`config.mk`:
```
export PLATFORM = sky130hd
export DESIGN_NAME = c8ie_vid
export DESIGN_NICKNAME = d
export VERILOG_FILES = /design/src/rtl/c8ie_pkg.sv /design/src/rtl/c8ie_vid.sv
export SDC_FILE = /design/constraint.sdc
export NUM_CORES = 2
export LEC_CHECK = 0
export ABC_AREA = 0
export BUFFER_PORTS_ARGS = -buffer_cell sky130_fd_sc_hd__buf_2
export CORE_MARGIN = 5
export CORE_UTILIZATION = 60
export DETAILED_ROUTE_END_ITERATION = 10
export GPL_TIMING_DRIVEN = 0
export PLACE_DENSITY = 0.77
export SETUP_SLACK_MARGIN = 0.15
export SLEW_MARGIN = 20
export SYNTH_ARGS = -nofsm -noshare
export SYNTH_HDL_FRONTEND = slang
export SYNTH_SLANG_ARGS = --single-unit
export TNS_END_PERCENT = 10
```
`constraint.sdc`:
```
create_clock -name clk -period 5.3 [get_ports clk]
set_clock_uncertainty 0.15 [all_clocks]
set_input_delay 0.265 -clock clk [delete_from_list [all_inputs] [get_ports clk]]
set_output_delay 0.265 -clock clk [all_outputs]
set_load 0.05 [all_outputs]
```
`src/rtl/c8ie_pkg.sv`:
```
`timescale 1ns / 1ps
package c8ie_pkg;

  // One input item
  typedef struct packed {
    logic [1:0]  action;
    logic [11:0] mem_address;
    logic [7:0]  mem_data;
    logic [15:0] instruction;
    logic [7:0]  random_byte;
    logic [4:0]  row_select;
  } in_t;

  // One result item
  typedef struct packed {
    logic [11:0] program_counter;
    logic [11:0] index_value;
    logic [7:0]  flag_value;
    logic [63:0] row_bits;
    logic        status;
  } out_t;

  // Action codes
  localparam logic [1:0] ACT_MEM_WRITE = 2'd0;
  localparam logic [1:0] ACT_EXECUTE   = 2'd1;
  localparam logic [1:0] ACT_ROW_READ  = 2'd2;
  localparam logic [1:0] ACT_UNUSED    = 2'd3;

  // Opcode groups (top nibble)
  localparam logic [3:0] OP_SYS  = 4'h0;
  localparam logic [3:0] OP_JP   = 4'h1;
  localparam logic [3:0] OP_CALL = 4'h2;
  localparam logic [3:0] OP_SEK  = 4'h3;
  localparam logic [3:0] OP_SNEK = 4'h4;
  localparam logic [3:0] OP_SER  = 4'h5;
  localparam logic [3:0] OP_LDK  = 4'h6;
  localparam logic [3:0] OP_ADDK = 4'h7;
  localparam logic [3:0] OP_ALU  = 4'h8;
  localparam logic [3:0] OP_SNER = 4'h9;
  localparam logic [3:0] OP_LDI  = 4'hA;
  localparam logic [3:0] OP_JPV0 = 4'hB;
  localparam logic [3:0] OP_RND  = 4'hC;
  localparam logic [3:0] OP_DRW  = 4'hD;

  localparam logic [15:0] INSTR_CLS = 16'h00E0;
  localparam logic [15:0] INSTR_RET = 16'h00EE;

  // 8xy sub-operations
  localparam logic [3:0] SUB_LD   = 4'h0;
  localparam logic [3:0] SUB_OR   = 4'h1;
  localparam logic [3:0] SUB_AND  = 4'h2;
  localparam logic [3:0] SUB_XOR  = 4'h3;
  localparam logic [3:0] SUB_ADD  = 4'h4;
  localparam logic [3:0] SUB_SUB  = 4'h5;
  localparam logic [3:0] SUB_SHR  = 4'h6;
  localparam logic [3:0] SUB_SUBN = 4'h7;
  localparam logic [3:0] SUB_SHL  = 4'hE;

  localparam logic [3:0] REG_VF = 4'hF;
  localparam int         ROW_IDX_W = 7;

  typedef enum logic [2:0] {
    ALU_PASSB, ALU_OR, ALU_AND, ALU_XOR, ALU_ADD, ALU_SUB, ALU_SHR, ALU_SHL
  } alu_op_t;

  typedef enum logic [3:0] {
    ST_IDLE, ST_RX, ST_RY, ST_EXE, ST_WB, ST_DRD, ST_DXOR, ST_DVF, ST_VRD, ST_OUT
  } state_t;

  // Video port controls
  typedef struct packed {
    logic                 clear;
    logic                 we;
    logic [ROW_IDX_W-1:0] waddr;
    logic [63:0]          wdata;
    logic [ROW_IDX_W-1:0] raddr;
  } vid_ctl_t;

  // Remainder by a constant, by restoring subtraction (quotient below 32)
  function automatic logic [12:0] mod_const(input logic [12:0] v, input logic [12:0] m);
    logic [17:0] acc;
    logic [17:0] sub;
    acc = {5'd0, v};
    for (int k = 4; k >= 0; k--) begin
      sub = {5'd0, m} << k;
      if (acc >= sub) begin
        acc = acc - sub;
      end
    end
    return acc[12:0];
  endfunction

endpackage

```
`src/rtl/c8ie_vid.sv`:
```
`timescale 1ns / 1ps
module c8ie_vid #(
  parameter int HEIGHT = 32
) (
  input  logic               clk,
  input  logic               rst_n,
  input  c8ie_pkg::vid_ctl_t ctl,
  output logic [63:0]        rdata
);
  import c8ie_pkg::*;

  localparam int RW = (HEIGHT > 1) ? $clog2(HEIGHT) : 1;

  logic [63:0]       rows [HEIGHT];
  logic [HEIGHT-1:0] vld_r;
  logic [RW-1:0]     wa;
  logic [RW-1:0]     ra;

  assign wa = ctl.waddr[RW-1:0];
  assign ra = ctl.raddr[RW-1:0];

  // Row valid bits: reset and CLS blank the screen at once
  always_ff @(posedge clk) begin
    if (!rst_n || ctl.clear) begin
      vld_r <= '0;
    end else if (ctl.we) begin
      vld_r[wa] <= 1'b1;
    end
  end

  // Row storage, registered read; a row never written reads as blank
  always_ff @(posedge clk) begin
    if (ctl.we) begin
      rows[wa] <= ctl.wdata;
    end
    rdata <= vld_r[ra] ? rows[ra] : 64'd0;
  end
endmodule

```
* Word level (Yosys, flattened, before mapping)
Memory sizes are Yosys's and may differ from the RTL's. A register that Yosys moved wholly into a read port is not among the register bits.
Cells that the tools add are included.
** Word-level totals
- Register bits after elaboration :: 32
- Memory bits (writable) :: 2048
- Bits of input ports :: 82
- Output and inout port bits :: 64
- Word-level logic and storage cells :: 16
- Memories kept :: 1
** Memory list
- rows :: words 32, bits a word 64, rd ports 1, clocked after Yosys merged registers in 1, write ports 1, line c8ie_vid.sv:14 : logic [63:0] rows [HEIGHT];
** Operators by class
- $lt $le $gt $ge :: 3
- Multiplexer cells :: 6
- Bitwise operators :: 1
- Reduce and logical (&&, ||, !) cells :: 4
** Operators by type and width (count)
- $or 32x32->32 :: 1
- $lt 5x6->1 const B :: 2
- $bmux 1 s5 :: 1
- $demux 1 s5 :: 1
- $ge 5x1->1 const B :: 1
- $mux 1 :: 4
- $logic_not 1->1 :: 2
- $logic_and 1x1->1 :: 1
- $logic_or 1x1->1 :: 1

* Longest topological paths before layout
- Depth after elaboration :: 5
- Depth in mapped cells :: 10
- Gate-level depth less buffers :: 5

* Least setup slack after synthesis
Ideal clock, no wire load.
- Path kind :: input to register
- From :: input ctl[71] (netlist name)
- To :: memory rows[12][0], enable pin
- Library setup time :: 488 ps
- Arrival time :: 3632 ps
- Required time :: 4662 ps
- Path slack :: 1030 ps
- Cell stages on the path :: 3
- Path buffers :: 1
- Cells stage by stage :: or3b_2 clkbuf_1 nor2_1
** RTL lines
- from (decl) :: line c8ie_vid.sv:7 : input c8ie_pkg::vid_ctl_t ctl,
- to (decl) :: line c8ie_vid.sv:14
Straight into the memory's write port.

* Worst setup path after layout
- From :: input ctl[3] (netlist name)
- To :: register rdata[22], read port of rows
** On the way
- Word-level cells in the longest chain between the ends :: 3
** Ends and longest elaborated chain
- $bmux 1 s5 :: line c8ie_vid.sv:36 : rdata <= vld_r[ra] ? rows[ra] : 64'd0;
- $mux 1 (implied by the code) :: line c8ie_vid.sv:36
- $logic_not 1->1 (no line)
- to (decl) :: line c8ie_vid.sv:8 : output logic [63:0] rdata
Parallel ways exist; a longest one is shown, timed or not. The select of a mux whose other input is x is not followed.
A chain may end at the register's enable or synchronous reset.

==> flow_summary.json <==
{
  "clock-root-buffer": "clkbuf_16",
  "status": "complete, no violations",
  "drtAntennaViolNets": 0,
  "clk_latency_ps": 860,
  "critPathRequiredTime_ps": 5910,
  "worstHoldStart": "ctl[75]",
  "first_global_vias": 44700,
  "worstPathCellList": "buf_2, buf_2, buf_2, clkbuf_1, nor3_1, a2111oi_0, o21a_1",
  "antenna_found_initial": 15,
  "post_cts_resized": 0,
  "wl_per_cell_um": 35.0,
  "fin_util_pct": 70.0,
  "worst_slew_pin_slew_ps": 1210,
  "syn_area_um2": 81700,
  "mostFrequentLayoutCell": "edfxtp_1",
  "worst-setup-path-type": "in2reg",
  "rsz0062_at_grt": "false",
  "post-route-drc-count": 0,
  "max_stage_delay_ps": 830,
  "fmax_mhz": 330,
  "synth_flop_cell": "edfxtp_1",
  "worstReg2RegEnd": "rdata[24]",
  "detail_route.first_pass.iterations": 6,
  "tns_ps": 0,
  "grt_usage_pct": 31.3,
  "vias_per_cell": 6.99,
  "start_util_pct": 60.3,
  "fp.dieW_um": 379,
  "endpoint_kind": "flop",
  "clkTransAtPathRegs_ps": 60,
  "final_cell_mix": "edfxtp_1 (2048), mux2i_1 (418), mux4_2 (304), clkbuf_16 (206), buf_2 (176)",
  "min_to": "rows[7][34]",
  "htreeDepth": 4,
  "syn-num-nets": 3962,
  "final_max_slew_viol_count": 0,
  "cts_hold_buf": 66,
  "finalCritPeriodShare_pct": 57.1,
  "whs_path_depth": 3,
  "fin_area_um2": 94900,
  "core_area_um2": 135000,
  "die_area_um2": 144000,
  "cpMostUsedCell": "buf_2",
  "crit_path_start_kind": "input port",
  "reg2reg_slack_ps": 2610,
  "cts_tree": "done",
  "clkSinkCount": 2144,
  "syn_inst": 3880,
  "setup_viol": 0,
  "syn_to_final_growth_pct": 16.0,
  "slowest_stage": "a2111oi_0",
  "startpoint": "ctl[3]",
  "io_pins": 146,
  "fin_total_pwr_mw": 35.0,
  "reg2regPathDepth": 6,
  "maxCapViolCount": 0,
  "min_period_ps": 3030,
  "slew_headroom_pct": 19.2,
  "overflow": 0,
  "place_area_um2": 87700,
  "powerDensity_nw_per_um2": 369,
  "grt_pass1_wl_mm": 317,
  "gp_congestion": 0.804,
  "cts_setup_buffers": 0,
  "drive_above_1_share_pct": 22.4,
  "totalWireLength_mm": 223,
  "portBuffers": 140,
  "peakVddDrop_uv": 293,
  "post_synth.cell_area_avg_um2": 21.1,
  "yosys_register_bits": 2144,
  "dpl.hpwl_mm": 140,
  "yosysSeqAreaShare_pct": 77.6,
  "r2r_start": "vld_r[22]",
  "hp-class": "in2reg",
  "synth.distinct_cells": 44,
  "clock_path_buffers": 3,
  "grt_max_degree": 33,
  "dieHeight_um": 379,
  "fin_hold_ws_ps": 73.9,
  "ys_async_sr_fraction_pct": 0,
  "via_count": 44500,
  "drt-initial-drc-count": 7597,
  "crit_path_max_fanout": 10,
  "nets": 4492,
  "cts_inserted_buffers": 202,
  "synth_edf_count": 2048,
  "finalHoldViolCount": 0,
  "rows": 135,
  "synth_warnings": 0,
  "cellLeakagePower_nw": 31.6,
  "cp.arrival_ps": 3640
}
worst max-delay path: cells and delay by family:
family	cells	cell delay (ps)
compound gates	2	1200
buf+inv	4	1990
simple gates	1	160
cells in the mapped netlist (all sizes together) (10+ instances only):
| cell | instances | share of area [%] |
|---|---|---|
| edfxtp | 2048 | 75 |
| mux2i | 418 | 5.1 |
| mux4 | 318 | 8.8 |
| a221oi | 161 | 1.8 |
| clkbuf | 122 | 0.56 |
| buf | 117 | 1.4 |
| dfxtp | 96 | 2.4 |
| o21ai | 82 | 0.50 |
| nor3 | 78 | 0.48 |
| a21oi | 73 | 0.45 |
| a22oi | 70 | 0.64 |
| nand3 | 46 | 0.29 |
| o21a | 46 | 0.42 |
| nor2 | 42 | 0.20 |
| a221o | 39 | 0.48 |
| o211a | 39 | 0.48 |
| a2111oi | 14 | 0.15 |
| and2 | 10 | 0.077 |
through the flow:
step,worst slack (ps),std cells
2_1_floorplan,1030,3880
3_3_place_gp,-3050,5801
3_5_place_dp,1660,5921
4_1_cts,2430,6360
5_1_grt,2360,6362
6_report,2270,6369
sequential cells by signal, summed over array words and instances, names as in the netlist:
| name | cells |
|---|---|
| rdata | 64 |
| vld_r | 32 |
| rows | 2048 |
metal layers:
layer	wire [um]	global-route usage, %	up-vias
li1	-	-	17500
met1	78200	43.0	22800
met2	105000	48.5	3689
met3	30400	9.00	584
met4	9710	12.2	8
met5	47	0	-
power breakdown:
part           switching [mW]  total, mW  internal, mW
Clock                    6.22       14.1          7.91
Sequential             0.0567       18.8          18.8
Combinational            1.38       2.08         0.701
Total                    7.66       35.0          27.4
area by class of cell:
class / count / area, um2
sequential: 2144 / 63400
inverter: 3 / 11.3
buffer: 239 / 1600
antenna: 9 / 22.5
fill: 7794 / 40600
multi-input combinational: 1494 / 17000
tap: 1781 / 2230
clock inverter: 106 / 935
timing repair buffer: 326 / 4160
clock buffer: 267 / 5510
worst max-delay path by stage:
stage / end / slack (ps) / cells after the start
after CTS: rdata[22] / 2430 / 7
after global routing: rdata[22] / 2360 / 7
after global placement: rows[8][4] / -3050 / 4
after detailed placement: rdata[22] / 1660 / 7
after floorplan: rows[12][0] / 1030 / 3
final: rdata[22] / 2270 / 7
cell families (layout without fill, tap and decap cells):
group | count (synthesis) | after routing | share of synthesized area (%)
buffers and inverters | 242 | 941 | 1.96
other | 0 | 9 | 0
DFF | 2144 | 2144 | 77.6
and+or+nand+nor | 213 | 213 | 1.36
muxes | 738 | 738 | 14.0
AOI/OAI and AO/OA | 543 | 543 | 5.12
No activity file was read; power rests on OpenSTA's default activity.
