==> config.mk <==
export PLATFORM = sky130hd
export DESIGN_NAME = c8ie_alu
export DESIGN_NICKNAME = d
export VERILOG_FILES = /design/src/rtl/c8ie_pkg.sv /design/src/rtl/c8ie_alu.sv
export SDC_FILE = /design/constraint.sdc
export NUM_CORES = 1
export LEC_CHECK = 0
export BUFFER_PORTS_ARGS = -buffer_cell sky130_fd_sc_hd__buf_2
export CELL_PAD_IN_SITES_DETAIL_PLACEMENT = 1
export CELL_PAD_IN_SITES_GLOBAL_PLACEMENT = 2
export CORE_MARGIN = 3
export CORE_UTILIZATION = 33
export DETAILED_ROUTE_END_ITERATION = 10
export PLACE_DENSITY = 0.84
export SYNTH_ARGS = -nofsm -noshare
export SYNTH_HDL_FRONTEND = slang
export SYNTH_SLANG_ARGS = --single-unit
export TNS_END_PERCENT = 30
==> constraint.sdc <==
create_clock -name vclk -period 2.7
set_input_delay 0.27 -clock vclk [all_inputs]
set_output_delay 0.27 -clock vclk [all_outputs]
set_load 0.01 [all_outputs]
==> src/rtl/c8ie_pkg.sv <==
`timescale 1ns / 1ps
package c8ie_pkg;

  // One input item
  typedef struct packed {
    logic [1:0]  action;
    logic [11:0] mem_address;
    logic [7:0]  mem_data;
    logic [15:0] instruction;
    logic [7:0]  random_byte;
    logic [4:0]  row_select;
  } in_t;

  // One result item
  typedef struct packed {
    logic [11:0] program_counter;
    logic [11:0] index_value;
    logic [7:0]  flag_value;
    logic [63:0] row_bits;
    logic        status;
  } out_t;

  // Action codes
  localparam logic [1:0] ACT_MEM_WRITE = 2'd0;
  localparam logic [1:0] ACT_EXECUTE   = 2'd1;
  localparam logic [1:0] ACT_ROW_READ  = 2'd2;
  localparam logic [1:0] ACT_UNUSED    = 2'd3;

  // Opcode groups (top nibble)
  localparam logic [3:0] OP_SYS  = 4'h0;
  localparam logic [3:0] OP_JP   = 4'h1;
  localparam logic [3:0] OP_CALL = 4'h2;
  localparam logic [3:0] OP_SEK  = 4'h3;
  localparam logic [3:0] OP_SNEK = 4'h4;
  localparam logic [3:0] OP_SER  = 4'h5;
  localparam logic [3:0] OP_LDK  = 4'h6;
  localparam logic [3:0] OP_ADDK = 4'h7;
  localparam logic [3:0] OP_ALU  = 4'h8;
  localparam logic [3:0] OP_SNER = 4'h9;
  localparam logic [3:0] OP_LDI  = 4'hA;
  localparam logic [3:0] OP_JPV0 = 4'hB;
  localparam logic [3:0] OP_RND  = 4'hC;
  localparam logic [3:0] OP_DRW  = 4'hD;

  localparam logic [15:0] INSTR_CLS = 16'h00E0;
  localparam logic [15:0] INSTR_RET = 16'h00EE;

  // 8xy sub-operations
  localparam logic [3:0] SUB_LD   = 4'h0;
  localparam logic [3:0] SUB_OR   = 4'h1;
  localparam logic [3:0] SUB_AND  = 4'h2;
  localparam logic [3:0] SUB_XOR  = 4'h3;
  localparam logic [3:0] SUB_ADD  = 4'h4;
  localparam logic [3:0] SUB_SUB  = 4'h5;
  localparam logic [3:0] SUB_SHR  = 4'h6;
  localparam logic [3:0] SUB_SUBN = 4'h7;
  localparam logic [3:0] SUB_SHL  = 4'hE;

  localparam logic [3:0] REG_VF = 4'hF;
  localparam int         ROW_IDX_W = 7;

  typedef enum logic [2:0] {
    ALU_PASSB, ALU_OR, ALU_AND, ALU_XOR, ALU_ADD, ALU_SUB, ALU_SHR, ALU_SHL
  } alu_op_t;

  typedef enum logic [3:0] {
    ST_IDLE, ST_RX, ST_RY, ST_EXE, ST_WB, ST_DRD, ST_DXOR, ST_DVF, ST_VRD, ST_OUT
  } state_t;

  // Video port controls
  typedef struct packed {
    logic                 clear;
    logic                 we;
    logic [ROW_IDX_W-1:0] waddr;
    logic [63:0]          wdata;
    logic [ROW_IDX_W-1:0] raddr;
  } vid_ctl_t;

  // Remainder by a constant, by restoring subtraction (quotient below 32)
  function automatic logic [12:0] mod_const(input logic [12:0] v, input logic [12:0] m);
    logic [17:0] acc;
    logic [17:0] sub;
    acc = {5'd0, v};
    for (int k = 4; k >= 0; k--) begin
      sub = {5'd0, m} << k;
      if (acc >= sub) begin
        acc = acc - sub;
      end
    end
    return acc[12:0];
  endfunction

endpackage

==> src/rtl/c8ie_alu.sv <==
`timescale 1ns / 1ps
module c8ie_alu (
  input  c8ie_pkg::alu_op_t op,
  input  logic [7:0]        a,
  input  logic [7:0]        b,
  output logic [7:0]        res,
  output logic              flag,
  output logic              eq
);
  import c8ie_pkg::*;

  logic [8:0] sum;

  assign sum = {1'b0, a} + {1'b0, b};
  assign eq  = (a == b);

  // Shared 8-bit unit for the register ops, adds and skip compares
  always_comb begin
    res  = b;
    flag = 1'b0;
    unique case (op)
      ALU_PASSB: res = b;
      ALU_OR:    res = a | b;
      ALU_AND:   res = a & b;
      ALU_XOR:   res = a ^ b;
      ALU_ADD: begin
        res  = sum[7:0];
        flag = sum[8];
      end
      ALU_SUB: begin
        res  = a - b;
        flag = (a > b);
      end
      ALU_SHR: begin
        res  = {1'b0, a[7:1]};
        flag = a[0];
      end
      ALU_SHL: begin
        res  = {a[6:0], 1'b0};
        flag = a[7];
      end
      default: res = b;
    endcase
  end
endmodule

## Word level (Yosys, flattened, before mapping)

Cells that the tools add are included.

| storage, ports and cells | value |
|---|---|
| register bits | 0 |
| output and inout bits | 10 |
| logic and storage cells | 17 |

| cells by class | value |
|---|---|
| add/subtract/negate cells | 2 |
| order comparisons | 1 |
| equality and inequality tests | 8 |
| mux-type cells | 2 |
| bitwise logic cells | 3 |
| reductions and logical operators | 1 |

Operators by type and width:

| operator | number |
|---|---|
| $pmux W8 S8 | 1 |
| $eq A3 B3 Y1 const B | 4 |
| $add A8 B8 Y9 | 1 |
| $and A8 B8 Y8 | 1 |
| $eq A8 B8 Y1 | 1 |
| $gt A8 B8 Y1 | 1 |
| $or A8 B8 Y8 | 1 |
| $sub A8 B8 Y8 | 1 |
| $xor A8 B8 Y8 | 1 |
| $eq A3 B2 Y1 const B | 2 |
| $pmux W1 S4 | 1 |
| $eq A3 B1 Y1 const B | 1 |
| $logic_not A3 Y1 | 1 |

## Logic depth before layout (Yosys ltp)

Gate-level depths: netlist (run 1).

| logic depth | value |
|---|---|
| word-level depth | 2 |
| gate-level depth with buffers | 9 |
| depth with buffers taken out | 9 |

## Worst setup path before layout (run 1)

Ideal clock, no wire load.

| timing path | value |
|---|---|
| kind | in2out |
| start | input a[0] |
| end | output res[6] |
| data arrival time | 1.959 ns |
| required time | 2.430 ns |
| path slack | 0.471 ns |
| stages on the path | 9 |
| buffers on the path | 0 |
| path through | inv_1 -> ha_1 -> inv_1 -> fa_1 -> nand2b_1 -> a21oi_1 -> a221o_1 -> or3_1 -> a31oi_1 |

| between the ends | value |
|---|---|
| word-level cells in the longest chain between the ends | 2 |

RTL lines:

| element | line | text |
|---|---|---|
| from (decl) | c8ie_alu.sv:4 | `input logic [7:0] a,` |
| $sub A8 B8 Y8 / $add A8 B8 Y9 (equally long branches) | c8ie_alu.sv:31, c8ie_alu.sv:14 |  |
| $pmux W8 S8 (*) | c8ie_alu.sv:21 | `unique case (op)` |
| to (decl) | c8ie_alu.sv:6 | `output logic [7:0] res,` |

Every way passes the cells marked *; elsewhere a longest branch is shown, timed or not.

## Worst setup path in the final report (run 1)

Same ends and word-level chain as after synthesis.

==> results of run 1 <==
## synthesized netlist by cell type (3+ instances only)
cell       n
a21oi_1   22
buf_2      5
o21ai_0    9
clkbuf_1   5
a21o_1     3
a221oi_1   4
and3_1     3
inv_1     24
nand3_1    3
nor3_1     4
a31oi_1    4
xnor2_1    5
mux2i_1    4
nor2b_1    3
nor2_1    17
or3_1      3
nand2b_1   4
nand2_1    9
ha_1      26
## power breakdown
| part | internal [W] | switching (W) |
|---|---|---|
| Combinational | 0.000140 | 0.000182 |
| Clock | 0 | 0 |
| Sequential | 0 | 0 |
## through the flow
| stage | std cells | power [W] | cell area (um2) | worst slack (ns) |
|---|---|---|---|---|
| after floorplan | 203 | 0.000227 | 1450 | 0.471 |
| after global placement | 276 | 0.000318 | 1630 | 0.207 |
| after detailed placement | 276 | 0.000321 | 1630 | 0.125 |
| after CTS | 276 | 0.000323 | 1630 | 0.124 |
| after global routing | 276 | 0.000361 | 1630 | 0.00351 |
| final | 276 | 0.000322 | 1630 | 0.126 |
## metal layers
metal	wire, um	vias up
met3	220	2
met1	2240	752
met2	2060	39
li1	-	774
met5	0	-
met4	10	0
## kinds of logic after synthesis
group	count (synthesis)	share of synthesized area, %
AND/OR/NAND/NOR	56	20.4
multiplexers	7	6.65
adder cells (fa/ha/maj)	28	25.2
buffers and inverters	39	12.1
XOR/XNOR	7	4.24
AO/OA/AOI/OAI	66	31.4
## worst paths after layout
kind	start	end	slack, ns	depth (start not counted)
min	b[5]	res[5]	0.88	3
max	a[0]	res[6]	0.13	11
## cell type report
class	instances	area, um2	area share [%]
Multi-Input combinational cell	164	1270	77.9
Tap cell	50	62.6	3.83
Inverter	25	93.8	5.74
Timing Repair Buffer	37	205	12.6
## placed cells by master, fill, tap and decap left out, types with 3 or more instances in the layout
cell type | synthesis | routed
nand2_1 | 9 | 9
a21o_1 | 3 | 3
or3_1 | 3 | 3
and3_1 | 3 | 3
nand2b_1 | 4 | 4
buf_2 | 5 | 29
a31oi_1 | 4 | 4
o21ai_0 | 9 | 9
xnor2_1 | 5 | 5
nor3_1 | 4 | 4
nor2_1 | 17 | 17
a221oi_1 | 4 | 4
ha_1 | 26 | 26
buf_4 | 2 | 8
a21oi_1 | 22 | 22
mux2i_1 | 4 | 4
inv_1 | 24 | 24
nor2b_1 | 3 | 3
nand3_1 | 3 | 3
==> flow_metrics.tcl, run 1 <==
set metrics [dict create \
    drt_first_iter_violations 57 \
    yosysUniqueCellTypes 51 \
    met2_usage_pct 28.7 \
    use_met1_pct 26.9 \
    io_buffer_count 29 \
    ys_warn_count 0 \
    rows 23 \
    place_congestion 0.831 \
    status "finished clean" \
    post_cts_resized 0 \
    setup_viol 0 \
    critPathLaunchType "input port" \
    ir_worst_vdd_mv 0.0641 \
    grt_pass1_wl_um 7680 \
    slowest_stage "fa_1" \
    dieArea_um2 5220 \
    pwr_density_cell_nw_per_um2 197 \
    grt_max_degree 20 \
    syn_inst 203 \
    relSlewSlack_pct 72.2 \
    busiest_layer "met2" \
    final_util_pct 39.7 \
    synthTopCellsByArea "ha_1 (22%), a21oi_1 (7.6%), inv_1 (6.2%)" \
    totalNegativeSetupSlack_ns 0 \
    cts_hold_buf 0 \
    die_w_um 72.2 \
    hpwl_um 3670 \
    nets 275 \
    dr_total_vias 1567 \
    area_growth_syn_to_layout_pct 12.9 \
    grt_usage_pct 17.7 \
    syn_nets 250 \
    crit_required_ns 2.43 \
    maxCapViolCount 0 \
    die_h_um 72.2 \
    start_util_pct 35.2 \
    worst-path-max-fanout 4 \
    drv_slew 0 \
    hp-class "in -> out" \
    wl_um 4530 \
    grt_pass1_vias 1539 \
    synth.top_cell.area_share_pct 22.5 \
    nClkBuffers 0 \
    pin_count 29 \
    crit_buf_inv 4 \
    post_cts_buffers 0 \
    seq_cells 0 \
    drive_gt1_share_pct 20.8 \
    drcViolationCount 0 \
    num_antenna_cells 0 \
    grt-ovfl-total 0 \
    critPathKind "in -> out" \
    endpoint_kind "primary output" \
    whs_ns 0.884 \
    crit_family "compound AO/OA/AOI/OAI gates" \
    grtUsageMet3_pct 0.831 \
    rsz0062_at_grt "no" \
    leakagePower_nw 0.803 \
    regArea_um2 0 \
    antenna_found_initial 0 \
    fmax_mhz 388 \
    nFillCells 548 \
    max_stage_delay_ns 0.41 \
    core_area_um2 4120 \
    ys_seq_area_share_pct 0 \
    worstPathArrival_ns 2.30 \
    drt-pass1-iter-count 4 \
    period_needed_ns 2.57 \
    wl_per_cell_um 16.4 \
    hold_viol_final 0 \
    syn_avg_cell_area_um2 7.13 \
    synth_area_um2 1450 \
    crit_chain "buf_2 > inv_1 > ha_1 > inv_1 > fa_1 > nand2b_1 > a21oi_1 > a221o_1 > or3_1 > a31oi_1 > buf_2" \
    via_per_inst 5.68 \
    postRouteAntennaNets 0 \
    fin_crit_sh_pct 95.3 \
    synth_top_cell_by_area "ha_1" \
    worstMarginPinSlew_ns 0.418 \
]
No activity file was read; power rests on OpenSTA's default activity.
==> inputs of run 2 (changes only) <==
==> constraint.sdc (replaced) <==
create_clock -name vclk -period 2.7
set_input_delay 0.27 -clock vclk [all_inputs]
set_output_delay 0.27 -clock vclk [all_outputs]
set_load 0.05 [all_outputs]
==> run 2 against run 1 <==
  * Non-clock buffer count rose by 5
  * Clock-buffer cell count did not move
  * Flip-flop and latch count did not move
  * Largest cell class unchanged
  * Cell count rose by 1.8%
  * Design area rose by 2.8%
==> flow_metrics.tcl, run 2 (synthesis results as in run 1) <==
set metrics [dict create \
    maxCapViolCount 0 \
    grt_pass1_vias 1559 \
    wl_um 4620 \
    area_growth_syn_to_layout_pct 16.1 \
    cts_hold_buf 0 \
    nFillCells 555 \
    endpoint_kind "primary output" \
    fin_crit_sh_pct 94.9 \
    drcViolationCount 0 \
    grt-ovfl-total 0 \
    die_w_um 72.2 \
    final_util_pct 40.8 \
    ir_worst_vdd_mv 0.0954 \
    num_antenna_cells 0 \
    place_ws_ns 0.0826 \
    worst-path-max-fanout 3 \
    layout_commonest_cell "buf_2" \
    relSlewSlack_pct 76.4 \
    grt_usage_pct 18.2 \
    grt_pass1_wl_um 7820 \
    wl_per_cell_um 16.4 \
    io_buffer_count 29 \
    rsz0062_at_grt "no" \
    cpMostUsedCell "inv_1" \
    hp-class "in -> out" \
    layout_setup_ws_ns 0.137 \
    fmax_mhz 390 \
    worstPathArrival_ns 2.29 \
    grt_max_degree 17 \
    nClkBuffers 0 \
    hold_path_depth 4 \
    slowest_stage "fa_1" \
    drv_slew 0 \
    nets 280 \
    crit_required_ns 2.43 \
    crit_family "compound AO/OA/AOI/OAI gates" \
    dieArea_um2 5220 \
    postRouteAntennaNets 0 \
    leakagePower_nw 0.829 \
    dr_total_vias 1563 \
    crit_buf_inv 4 \
    fin_cells 281 \
    core_area_um2 4120 \
    power.total_w 0.000394 \
    drive_gt1_share_pct 22.9 \
    start_util_pct 35.2 \
    max_stage_delay_ns 0.40 \
    crit_chain "buf_2 > inv_1 > ha_1 > inv_1 > fa_1 > nand2b_1 > a21oi_1 > a221o_1 > or3_1 > a31oi_2 > buf_4" \
    post_cts_resized 0 \
    regArea_um2 0 \
    pin_count 29 \
    critPathKind "in -> out" \
    worstMarginPinSlew_ns 0.352 \
    period_needed_ns 2.56 \
    critPathLaunchType "input port" \
    hpwl_um 3650 \
    setup_viol 0 \
    post_cts_buffers 0 \
    place_congestion 0.864 \
    seq_cells 0 \
    hold_viol_final 0 \
    dp_cells 281 \
    drt-pass1-iter-count 4 \
    final_cell_mix "buf_2 (28), ha_1 (26), inv_1 (24), a21oi_1 (22), nor2_1 (17)" \
    pwr_density_cell_nw_per_um2 234 \
    rows 23 \
    antenna_found_initial 0 \
    path_depth 11 \
    via_per_inst 5.56 \
    die_h_um 72.2 \
    multi_input_area_um2 1280 \
    status "finished clean" \
    drt_first_iter_violations 80 \
]
run 2: changes by cell type in the layout (fill, tap and decap cells not counted), sizes merged:
cell / before / now
buf: 37 / 42
run 2: per-layer routing:
| metal | GRT usage, % | part of all wire (%) | up-vias |
|---|---|---|---|
| met1 | 27.5 | 51 | 742 |
| met5 | 0 | 0 | - |
| met4 | 1.04 | 0.41 | 0 |
| li1 | - | - | 782 |
| met2 | 29.8 | 45 | 36 |
| met3 | 0.554 | 3.6 | 3 |
run 2: metrics by stage:
step / area [um2] / setup TNS, ns / hold WS [ns]
floorplan: 1450 / -0.0721 / 0.783
global route: 1680 / 0 / 1.02
finish: 1680 / 0 / 1.00
CTS: 1680 / 0 / 1.01
detailed placement: 1680 / 0 / 1.01
global placement: 1680 / 0 / 1.01
run 2: final timing paths:
check	startpoint	endpoint
hold / removal	b[6]	res[6]
setup / recovery	a[0]	res[6]
run 2: area by class of cell:
cell class	count	share of cell area [%]
Inverter	25	5.58
Multi-Input combinational cell	164	76.1
Tap cell	50	3.72
Timing Repair Buffer	42	14.6
run 2: power breakdown:
part           internal [W]  leakage (nW)  switching [W]
Sequential                0             0              0
Combinational      0.000150         0.829       0.000244
Clock                     0             0              0
Total              0.000150         0.829       0.000244
run 2: worst min-delay path, stage by stage:
cell and delay (ns):
buf_2 0.11, nor2_1 0.12, a31oi_2 0.04, buf_4 0.18
==> inputs of run 3 (changes only) <==
Settings changed: CORE_UTILIZATION 33 to 27, PLACE_DENSITY 0.84 to 0.71.
Clock period 2.7 ns to 2.95 ns, I/O delays scaled along.
==> run 3 against run 2 <==
  * Wire length is 3.7% lower
  * Flip-flop and latch count did not move
  * First-iteration DRC count shrank 30%
  * Cell count is 4.3% higher
  * Via count fell by 3.2%
  * Largest cell class unchanged
  * Setup slack gained 0.11 ns
==> flow_metrics.tcl, run 3 (synthesis results as in run 1) <==
set metrics [dict create \
    drv_slew 0 \
    drive_gt1_share_pct 19.7 \
    fin_cells 293 \
    grt_max_degree 32 \
    totalNegativeSetupSlack_ns 0 \
    setup_viol 0 \
    critPathKind "in -> out" \
    slowest_stage "fa_1" \
    leakagePower_nw 0.789 \
    grt-ovfl-total 0 \
    die_w_um 79.2 \
    worstMarginPinSlew_ns 0.548 \
    final_util_pct 31.8 \
    grt_pass1_vias 1504 \
    seq_cells 0 \
    hp-class "in -> out" \
    post_cts_buffers 0 \
    die_h_um 79.2 \
    crit_required_ns 2.65 \
    nClkBuffers 0 \
    drcViolationCount 0 \
    wl_um 4450 \
    nFillCells 678 \
    max_stage_delay_ns 0.39 \
    post_cts_resized 0 \
    worst-path-max-fanout 4 \
    maxCapViolCount 0 \
    postRouteAntennaNets 0 \
    regArea_um2 0 \
    drt_first_iter_violations 56 \
    grt_usage_pct 14.4 \
    rsz0062_at_grt "no" \
    fmax_mhz 369 \
    final_cell_mix "buf_2 (29), ha_1 (26), inv_1 (24), a21oi_1 (22), nor2_1 (17)" \
    crit_family "compound AO/OA/AOI/OAI gates" \
    cts_hold_buf 0 \
    hold_viol_final 0 \
    hpwl_um 3590 \
    rows 26 \
    endpoint_kind "primary output" \
    min_from "b[6]" \
    pwr_density_cell_nw_per_um2 209 \
    place_congestion 0.827 \
    antenna_found_initial 0 \
    drt-pass1-iter-count 4 \
    layout_commonest_cell "buf_2" \
    area_growth_syn_to_layout_pct 13.1 \
    pin_count 29 \
    cp-startpoint "a[0]" \
    relSlewSlack_pct 63.5 \
    dp_cells 293 \
    dr_total_vias 1513 \
    io_buffer_count 29 \
    multi_input_area_um2 1270 \
    via_per_inst 5.16 \
    crit_chain "buf_2 > inv_1 > ha_1 > inv_1 > fa_1 > nand2b_1 > a21oi_1 > a221o_1 > or3_1 > a31oi_1 > buf_2" \
    grt_pass1_wl_um 7510 \
    num_antenna_cells 0 \
    worstPathArrival_ns 2.41 \
    crit_buf_inv 4 \
    dieArea_um2 6280 \
    fin_crit_sh_pct 91.8 \
    whs_ns 1.06 \
    period_needed_ns 2.71 \
    core_area_um2 5140 \
    nets 272 \
    ir_worst_vdd_mv 0.0840 \
    start_util_pct 28.2 \
    status "finished clean" \
    critPathLaunchType "input port" \
    wl_per_cell_um 15.2 \
]
run 3: cell types whose count changed in the layout (fill, tap and decap cells not counted), sizes merged:
cell / previous run / this run
buf: 42 / 34
run 3: where the power goes:
part           internal [W]  leakage [nW]  switching (W)  total [W]
sequential                0             0              0          0
clock                     0             0              0          0
combinational      0.000126         0.789       0.000217   0.000343
total              0.000126         0.789       0.000217   0.000343
run 3: metrics by stage:
| step | setup slack [ns] | instance area [um2] | power, W |
|---|---|---|---|
| finish | 0.242 | 1640 | 0.000343 |
| global route | 0.0812 | 1640 | 0.000379 |
| CTS | 0.211 | 1640 | 0.000346 |
| detailed placement | 0.209 | 1640 | 0.000345 |
| global placement | 0.255 | 1640 | 0.000345 |
| floorplan | 0.0918 | 1450 | 0.000262 |
run 3: worst paths after layout:
path,endpoint,slack [ns],cells after the start
hold / removal,res[6],1.06,4
setup / recovery,res[6],0.24,11
run 3: per-layer routing:
metal | wire length (um) | share of wire, % | vias to the layer above | track usage, %
li1 | - | - | 763 | -
met1 | 2360 | 53 | 726 | 21.4
met2 | 2020 | 45 | 24 | 24.4
met3 | 72 | 1.6 | 0 | 0.113
met4 | 0 | 0 | 0 | 0.515
met5 | 0 | 0 | - | 0
run 3: final cells by class:
| class | count | share of cell area (%) |
|---|---|---|
| multi-input combinational | 164 | 77.8 |
| timing repair buffer | 34 | 11.2 |
| inverter | 25 | 5.73 |
| tap | 70 | 5.35 |
